<file path="src/rtl/olt_pkg.sv">
package olt_pkg;

  // List geometry
  localparam int unsigned DEPTH    = 16;
  localparam int unsigned IDX_W    = $clog2(DEPTH);
  localparam int unsigned CNT_W    = $clog2(DEPTH + 1);
  localparam int unsigned DATA_W   = 32;
  localparam int unsigned OP_W     = 3;
  localparam int unsigned STATUS_W = 2;

  // Request operation codes
  typedef enum logic [OP_W-1:0] {
    OP_INS_FRONT = 3'd0,
    OP_INS_BACK  = 3'd1,
    OP_DELETE    = 3'd2,
    OP_FIND      = 3'd3,
    OP_READ      = 3'd4
  } op_e;

  // Result status codes
  typedef enum logic [STATUS_W-1:0] {
    ST_OK        = 2'd0,
    ST_NOT_FOUND = 2'd1,
    ST_FULL      = 2'd2,
    ST_BAD_INDEX = 2'd3
  } status_e;

  // One write into the entry store
  typedef struct packed {
    logic              en;
    logic [IDX_W-1:0]  addr;
    logic [DATA_W-1:0] data;
  } wr_t;

endpackage

</file>
<file path="src/rtl/olt_store.sv">
module olt_store (
  input  logic                          clk_i,
  input  olt_pkg::wr_t                  wr_i,
  input  logic [olt_pkg::IDX_W-1:0]     raddr_i,
  output logic [olt_pkg::DATA_W-1:0]    rdata_o
);
  import olt_pkg::*;

  logic [DATA_W-1:0] entries_q [DEPTH];
  logic [DATA_W-1:0] rdata_q;

  // Write one entry per cycle
  always_ff @(posedge clk_i) begin
    if (wr_i.en) begin
      entries_q[wr_i.addr] <= wr_i.data;
    end
  end

  // Single registered read port: data follows the address on the next cycle
  always_ff @(posedge clk_i) begin
    rdata_q <= entries_q[raddr_i];
  end

  assign rdata_o = rdata_q;

endmodule

</file>
<file path="src/rtl/ordered_list_table.sv">
// Ordered list of up to 16 signed 32-bit entries, front at position 0.
// Input channel (in_valid_i/in_ready_o) carries one request beat: op_i,
// value_i and index_i. Output channel (out_valid_o/out_ready_i) returns one
// result beat per request: status_o, position_o, read_value_o and count_o,
// where count_o is the entry count after the request.
// One request is worked at a time; in_ready_o is high only while idle.
// A single pointer and one 32-bit equality compare step through the store,
// one entry per cycle; the store read is registered, so it is addressed ahead.
// Insert back, read and an unused op go straight to the result; insert front
// first shifts the entries toward the back; find scans until a match or the
// end of the list; delete scans, then shifts the later entries down.
// The next request is taken as soon as the result sits in the output
// register; if the receiver stalls with a result still waiting, the block
// holds the finished result internally until the output register frees.
// Reset empties the list (count zero); entry contents are not cleared.
module ordered_list_table (
  input  logic                                clk_i,
  input  logic                                rst_ni,
  input  logic                                in_valid_i,
  output logic                                in_ready_o,
  input  logic [olt_pkg::OP_W-1:0]            op_i,
  input  logic signed [olt_pkg::DATA_W-1:0]   value_i,
  input  logic [olt_pkg::IDX_W-1:0]           index_i,
  output logic                                out_valid_o,
  input  logic                                out_ready_i,
  output logic [olt_pkg::STATUS_W-1:0]        status_o,
  output logic [olt_pkg::IDX_W-1:0]           position_o,
  output logic signed [olt_pkg::DATA_W-1:0]   read_value_o,
  output logic [olt_pkg::CNT_W-1:0]           count_o
);
  import olt_pkg::*;

  localparam logic [2:0] S_IDLE     = 3'd0;
  localparam logic [2:0] S_DISPATCH = 3'd1;
  localparam logic [2:0] S_SCAN     = 3'd2;
  localparam logic [2:0] S_SHIFT_UP = 3'd3;
  localparam logic [2:0] S_SHIFT_DN = 3'd4;
  localparam logic [2:0] S_FINISH   = 3'd5;

  localparam logic [CNT_W-1:0] FULL_CNT = CNT_W'(DEPTH);

  logic [2:0]          state_q, state_d;
  logic [IDX_W-1:0]    ptr_q, ptr_d;
  logic [CNT_W-1:0]    count_q, count_d;
  logic [OP_W-1:0]     op_q, op_d;
  logic [DATA_W-1:0]   value_q, value_d;
  logic [IDX_W-1:0]    index_q, index_d;
  logic [STATUS_W-1:0] status_q, status_d;
  logic [IDX_W-1:0]    pos_q, pos_d;
  logic [DATA_W-1:0]   rd_q, rd_d;

  logic                out_valid_q, out_valid_d;
  logic                out_load;
  logic [STATUS_W-1:0] out_status_q;
  logic [IDX_W-1:0]    out_pos_q;
  logic [DATA_W-1:0]   out_rd_q;
  logic [CNT_W-1:0]    out_count_q;

  wr_t                 wr;
  logic [IDX_W-1:0]    raddr;
  logic [DATA_W-1:0]   rdata;
  logic                hit;
  logic                last;

  olt_store u_store (
    .clk_i   (clk_i),
    .wr_i    (wr),
    .raddr_i (raddr),
    .rdata_o (rdata)
  );

  // Shared compare and end-of-list check on the pointer
  assign hit  = (rdata == value_q);
  assign last = ((CNT_W'(ptr_q) + CNT_W'(1)) == count_q);

  assign in_ready_o = (state_q == S_IDLE);

  // Sequencer; raddr picks the entry seen in rdata on the next cycle
  always_comb begin
    state_d  = state_q;
    ptr_d    = ptr_q;
    count_d  = count_q;
    op_d     = op_q;
    value_d  = value_q;
    index_d  = index_q;
    status_d = status_q;
    pos_d    = pos_q;
    rd_d     = rd_q;
    wr       = '0;
    raddr    = '0;
    out_load = 1'b0;

    unique case (state_q)
      S_IDLE: begin
        raddr = index_i;
        if (in_valid_i) begin
          op_d    = op_i;
          value_d = value_i;
          index_d = index_i;
          state_d = S_DISPATCH;
        end
      end
      S_DISPATCH: begin
        status_d = ST_OK;
        pos_d    = '0;
        rd_d     = '0;
        state_d  = S_FINISH;
        unique case (op_q) inside
          OP_INS_FRONT: begin
            if (count_q == FULL_CNT) begin
              status_d = ST_FULL;
            end else begin
              raddr   = count_q[IDX_W-1:0] - IDX_W'(1);
              ptr_d   = count_q[IDX_W-1:0];
              state_d = S_SHIFT_UP;
            end
          end
          OP_INS_BACK: begin
            if (count_q == FULL_CNT) begin
              status_d = ST_FULL;
            end else begin
              wr.en   = 1'b1;
              wr.addr = count_q[IDX_W-1:0];
              wr.data = value_q;
              count_d = count_q + CNT_W'(1);
            end
          end
          OP_DELETE, OP_FIND: begin
            if (count_q == '0) begin
              status_d = ST_NOT_FOUND;
            end else begin
              ptr_d   = '0;
              state_d = S_SCAN;
            end
          end
          OP_READ: begin
            if (CNT_W'(index_q) >= count_q) begin
              status_d = ST_BAD_INDEX;
            end else begin
              rd_d = rdata;
            end
          end
          default: begin
          end
        endcase
      end
      S_SHIFT_UP: begin
        // Move entries one place toward the back, then drop the value in front
        raddr = ptr_q - IDX_W'(2);
        wr.en = 1'b1;
        if (ptr_q == '0) begin
          wr.addr = '0;
          wr.data = value_q;
          count_d = count_q + CNT_W'(1);
          state_d = S_FINISH;
        end else begin
          wr.addr = ptr_q;
          wr.data = rdata;
          ptr_d   = ptr_q - IDX_W'(1);
        end
      end
      S_SCAN: begin
        raddr = ptr_q + IDX_W'(1);
        if (hit) begin
          pos_d   = ptr_q;
          state_d = (op_q == OP_DELETE) ? S_SHIFT_DN : S_FINISH;
        end else if (last) begin
          status_d = ST_NOT_FOUND;
          state_d  = S_FINISH;
        end else begin
          ptr_d = ptr_q + IDX_W'(1);
        end
      end
      S_SHIFT_DN: begin
        // Close the gap left by the deleted entry
        raddr = ptr_q + IDX_W'(2);
        if (last) begin
          count_d = count_q - CNT_W'(1);
          state_d = S_FINISH;
        end else begin
          wr.en   = 1'b1;
          wr.addr = ptr_q;
          wr.data = rdata;
          ptr_d   = ptr_q + IDX_W'(1);
        end
      end
      S_FINISH: begin
        if (!out_valid_q || out_ready_i) begin
          out_load = 1'b1;
          state_d  = S_IDLE;
        end
      end
      default: begin
        state_d = S_IDLE;
      end
    endcase
  end

  // Output beat valid
  always_comb begin
    out_valid_d = out_valid_q && !out_ready_i;
    if (out_load) begin
      out_valid_d = 1'b1;
    end
  end

  // Control state
  always_ff @(posedge clk_i or negedge rst_ni) begin
    if (!rst_ni) begin
      state_q     <= S_IDLE;
      count_q     <= '0;
      out_valid_q <= 1'b0;
    end else begin
      state_q     <= state_d;
      count_q     <= count_d;
      out_valid_q <= out_valid_d;
    end
  end

  // Request and result payload
  always_ff @(posedge clk_i) begin
    ptr_q    <= ptr_d;
    op_q     <= op_d;
    value_q  <= value_d;
    index_q  <= index_d;
    status_q <= status_d;
    pos_q    <= pos_d;
    rd_q     <= rd_d;
    if (out_load) begin
      out_status_q <= status_q;
      out_pos_q    <= pos_q;
      out_rd_q     <= rd_q;
      out_count_q  <= count_q;
    end
  end

  assign out_valid_o  = out_valid_q;
  assign status_o     = out_status_q;
  assign position_o   = out_pos_q;
  assign read_value_o = out_rd_q;
  assign count_o      = out_count_q;

`ifndef SYNTHESIS
  a_count_bound: assert property (@(posedge clk_i) disable iff (!rst_ni)
    count_q <= FULL_CNT)
    else $error("entry count beyond depth");

  a_count_change: assert property (@(posedge clk_i) disable iff (!rst_ni)
    (count_q != $past(count_q)) |->
      ($past(state_q) == S_DISPATCH || $past(state_q) == S_SHIFT_UP ||
       $past(state_q) == S_SHIFT_DN))
    else $error("entry count changed outside an update step");

  a_full_status: assert property (@(posedge clk_i) disable iff (!rst_ni)
    (out_valid_o && status_o == ST_FULL) |-> (count_o == FULL_CNT))
    else $error("full status with list not full");

  a_miss_zero: assert property (@(posedge clk_i) disable iff (!rst_ni)
    (out_valid_o && status_o == ST_NOT_FOUND) |->
      (position_o == '0 && read_value_o == '0))
    else $error("not-found result carries nonzero fields");
`endif

endmodule
</file>
<file path="config.mk">
export PLATFORM = sky130hd
export DESIGN_NAME = ordered_list_table
export DESIGN_NICKNAME = d
export VERILOG_FILES = /design/src/rtl/olt_pkg.sv /design/src/rtl/olt_store.sv /design/src/rtl/ordered_list_table.sv
export SDC_FILE = /design/constraint.sdc
export NUM_CORES = 1
export LEC_CHECK = 0
export BUFFER_PORTS_ARGS = -buffer_cell sky130_fd_sc_hd__buf_2
export CELL_PAD_IN_SITES_DETAIL_PLACEMENT = 0
export CELL_PAD_IN_SITES_GLOBAL_PLACEMENT = 1
export CORE_ASPECT_RATIO = 2
export CORE_UTILIZATION = 40
export DETAILED_ROUTE_END_ITERATION = 7
export GPL_ROUTABILITY_DRIVEN = 0
export GPL_TIMING_DRIVEN = 1
export HOLD_SLACK_MARGIN = 0.08
export PLACE_DENSITY = 0.72
export SYNTH_ARGS = -nofsm -noshare
export SYNTH_HDL_FRONTEND = slang
export SYNTH_HIERARCHICAL = 1
export SYNTH_SLANG_ARGS = --single-unit
</file>
<file path="constraint.sdc">
create_clock -name clk_i -period 5.8 [get_ports clk_i]
set_input_delay 1.16 -clock clk_i [delete_from_list [all_inputs] [get_ports clk_i]]
set_output_delay 1.16 -clock clk_i [all_outputs]
set_load 0.01 [all_outputs]
</file>
# Word level (Yosys, flattened, before mapping)
# Memories as Yosys holds them, arrays and structs flattened. A register that Yosys moved wholly into a read port is not among the register bits.
# Cells that the tools add are included.
# word_totals
memories,1
register_bits,133
out_inout_bits,45
mem_bits_rw,512
in_bits,43
# mem_list
memory,depth,width,rd,rd_ports_with_merged_regs,write_ports,line,source
u_store.entries_q,16,32,1,1,1,olt_store.sv:9,logic [DATA_W-1:0] entries_q [DEPTH];
# op_classes
magnitude_cmp,1
n_bitwise,1
n_reduce_logical,20
mux,44
addsub,8
n_eq_ne,25
# op_table
op,n
$mux 37,3
$pmux 37 s3,1
$mux 36,1
$eq 32x32->1,1
$mux 4,8
$mux 3,7
$mux 5,4
$ne 2x2->1 const B,10
$pmux 4 s5,1
$pmux 3 s6,1
$pmux 4 s2,2
$pmux 4 s4,1
$pmux 5 s3,1
$eq 3x2->1 const B,4
$eq 3x3->1 const B,3
$mux 2,4
$sub 4x1->4 const B,2
$mux 1,7
$eq 3x1->1 const B,2
$logic_not 3->1,2
$ne 3x3->1 const B,2
$pmux 2 s3,1
$pmux 3 s2,1
$reduce_and 3->1,2
other kinds (24),28

# Longest topological paths before layout
# logic_depth
ltp_word,6
mapped_depth,14

# Modules after synthesis
# Netlist, hierarchy kept.
# by_module_without_submodules
module,seq_area_each_um2,cells_per_inst,instances,area_per_inst_um2
olt_store,16015.4,838,1,19835.3
ordered_list_table,3948.8,441,1,6150.9

# Worst setup path before layout
# OpenSTA, ideal clock, no wires.
# synth_path
path_kind,register to register
from,reg ptr_q[0]
to,"mem u_store.entries_q[0][0], enable pin"
path_stages_with_launch,11
n_path_buf,0
synth_period_minus_slack_ps,5029
slack_ps,771
setup_ps,461
required_time_ps,5339
arrival_time_ps,4568
path_cell_list,edfxtp_1 inv_1 ha_1 xnor2_1 o211ai_1 a211o_4 nand2_2 nand2_1 a22o_1 or3b_2 nor3_1
# synth_lines
element,line,source
start: declaration,ordered_list_table.sv:43,"logic [IDX_W-1:0] ptr_q, ptr_d;"
start signal: assignment,ordered_list_table.sv:222,ptr_q <= ptr_d;
end: declaration,olt_store.sv:9,

==> out/metrics.cfg <==
[final_layout]
drive_gt1_share_pct = 26.04
synthToLayoutAreaGrowth_pct = 13.15
nFillCells = 5317
fin_nets = 1450
diodes = 0

[floorplan]
rows = 131
coreArea_mm2 = 0.06392
die_w_um = 182.2
die_area_mm2 = 0.06605
ioPinCount = 88
start_util_pct = 40.65
die_h_um = 362.5

[timing]
min_period_ns = 4.517
period_share_pct = 77.87
max_freq_mhz = 221.4
rsz0062_at_grt = no
fin_skew_ns = 0.02700
worst_slew_pin_slew_ns = 1.178
finalSetupViolations = 0
whs_ns = 0.4086
slew-limit-headroom_pct = 21.06
finalSetupTns_ns = 0
finalWorstSetupSlack_ns = 1.283
hold_violations = 0
slew_viol_final = 0

[setup_path]
r2r_slack_ns = 1.28
crit_arrival_ns = 4.79
endpoint = u_store/entries_q[1][5]
critPathKind = reg -> reg
worstSetupStartpointType = flop
r2r_start = state_q[1]
reg2reg_to = u_store/entries_q[1][5]
required_ns = 6.08
cp_max_fo = 18
crit_start = state_q[1]
r2r_cells = 8
crit_path_end_kind = flop

[synthesis]
synth_edf_count = 636
synth.area.mux_share_pct = 11.27
synth_area_leader_cell = edfxtp_1
synthAdderAreaFrac_pct = 0.6837
yosysWarnings = 6
syn-num-nets = 1335
ys_ff_latch = 677
synth_cell_types = 59
synth_ff_type = edfxtp_1
yosysSeqAreaShare_pct = 76.83
synthTopCellsByArea = edfxtp_1, mux4_2, dfxtp_1, a22oi_1, a22o_1
synth_top_area_share_pct = 73.49
syn_avg_cell_area_um2 = 20.32
syn-cell-area_mm2 = 0.02599
ys_async_sr_fraction_pct = 1.329
synth-compound-area-share_pct = 4.439
netlist_top_cells_count = edfxtp_1, mux4_2, a22oi_1
synth-simple-area-share_pct = 3.654
synth_top_family_by_area = multiplexers
synth_cells = 1279
synth_xor_area_share_pct = 1.671
synth_most_common_cell = edfxtp_1

[clock_tree]
hold_buffers = 0
htree_levels = 2
cts_inserted_buffers = 55
cts_tree = done
clock-root-buffer = clkbuf_16
postCtsSetupBuffers = 0
clk_pin_slew_ns = 0.07
cts_resized = 0
insertion_delay_ns = 0.63
cts_num_sinks = 677
cts_buffer_depth = 3

[global_route]
grt_pass1_wl_um = 89990
grt.total_usage_pct = 18.99
grt_max_degree = 44
grt.overflow.total = 0
antenna_found_initial = 1
grt_pass1_vias = 13307

[placement]
io_buffers = 87
hpwl_um = 37780
place_ws_ns = 1.370

[drt]
wirelength_um = 61590
drc = 0
first_pass_iters = 5
vias_per_cell = 5.698
wire_per_inst_um = 27.52
ant_nets = 0
vias = 12752
dr.first_iter.drc_count = 1237

[min_path]
worstHoldPathType = in -> async

[flow_run]
cap_violations = 0

[power_and_ir_drop]
finalPower_mw = 17.01
powerDensity_mw_per_mm2 = 578.6
p_leak_nw = 9.684
ir_drop_mv = 0.2815

[outcome]
status = complete, no violations

[flip-flops by register name, summed over array words and instances (netlist names), 4 cells and up]
signal,cells
u_store/entries_q,512
rd_q,32
read_value_o,32
u_store/rdata_o,32
value_q,32
count_o,5
count_q,5
index_q,4
pos_q,4
position_o,4
ptr_q,4
[layer usage]
metal | part of all wire [%] | global-route usage (%) | vias up
met4 | 3.1 | 6.953 | 0
met1 | 37 | 22.28 | 6716
met2 | 55 | 34.91 | 485
met3 | 5.2 | 2.778 | 109
li1 | - | - | 5442
met5 | 0 | 0 | -
[cells in the final DEF (no fill, tap or decap), types with 9 or more instances in the layout]
| cell | n |
|---|---|
| a22o_1 | 35 |
| mux4_2 | 128 |
| xor2_1 | 35 |
| clkbuf_16 | 55 |
| a22oi_1 | 66 |
| inv_1 | 9 |
| dfrtp_1 | 9 |
| nand2_1 | 48 |
| ha_1 | 11 |
| edfxtp_1 | 636 |
| nor3_1 | 10 |
| a21oi_1 | 10 |
| nor2_1 | 25 |
| dfxtp_1 | 32 |
| xnor2_1 | 12 |
| o21ai_0 | 9 |
| nor2_4 | 13 |
| clkinv_2 | 11 |
| and2_1 | 35 |
| buf_4 | 32 |
| clkbuf_1 | 14 |
| buf_2 | 87 |
[worst min path at each step]
stage | from | end | cells past startpoint
final | rst_ni | state_q[1] | 1
after global routing | rst_ni | state_q[1] | 1
after CTS | rst_ni | state_q[1] | 1
after detailed placement | rd_q[0] | read_value_o[0] | 0
after global placement | pos_q[2] | position_o[2] | 0
after floorplan | pos_q[0] | position_o[0] | 0
[logic make-up (layout without fill, tap and decap cells)]
group / Yosys count / after routing
flops: 677 / 677
simple gates: 183 / 183
compound gates: 150 / 150
mux: 132 / 132
buf+inv: 76 / 237
xor+xnor: 48 / 48
fa+ha+maj: 13 / 13
[worst max-delay path, cell delays in order (launching register included)]
cell	delay [ns]
dfrtp_1	0.66
nor2b_1	0.54
nand2_1	0.38
nor2_1	0.39
a21oi_4	0.08
o22ai_1	0.59
nand2b_1	0.41
nor2_4	0.65
buf_4	0.44
[per-stage QoR]
step	cell area, um^2	cells	utilization [%]
floorplan	25990	1279	-
global placement	27590	2135	43.16
detailed placement	27590	2135	43.16
CTS	29400	2238	46.00
global route	29400	2238	46.00
finish	29400	2238	46.00
[power breakdown]
part | internal [mW] | leakage (nW) | switching [mW] | total, mW
registers | 6.66 | 6.27 | 0.461 | 7.12
logic | 2.45 | 2.53 | 3.66 | 6.11
clock network | 2.04 | 0.888 | 1.74 | 3.78
total | 11.1 | 9.68 | 5.86 | 17.0
[layout make-up]
class,count,area (um^2),share of cell area (%)
Multi-Input combinational cell,526,5816,19.78
Sequential cell,677,19960,67.90
Tap cell,798,998.5,3.396
Timing Repair Buffer,124,775.7,2.638
Clock inverter,31,341.6,1.162
Inverter,10,37.54,0.1277
Clock buffer,72,1470,5.000
(Power assumes the default switching activity.)
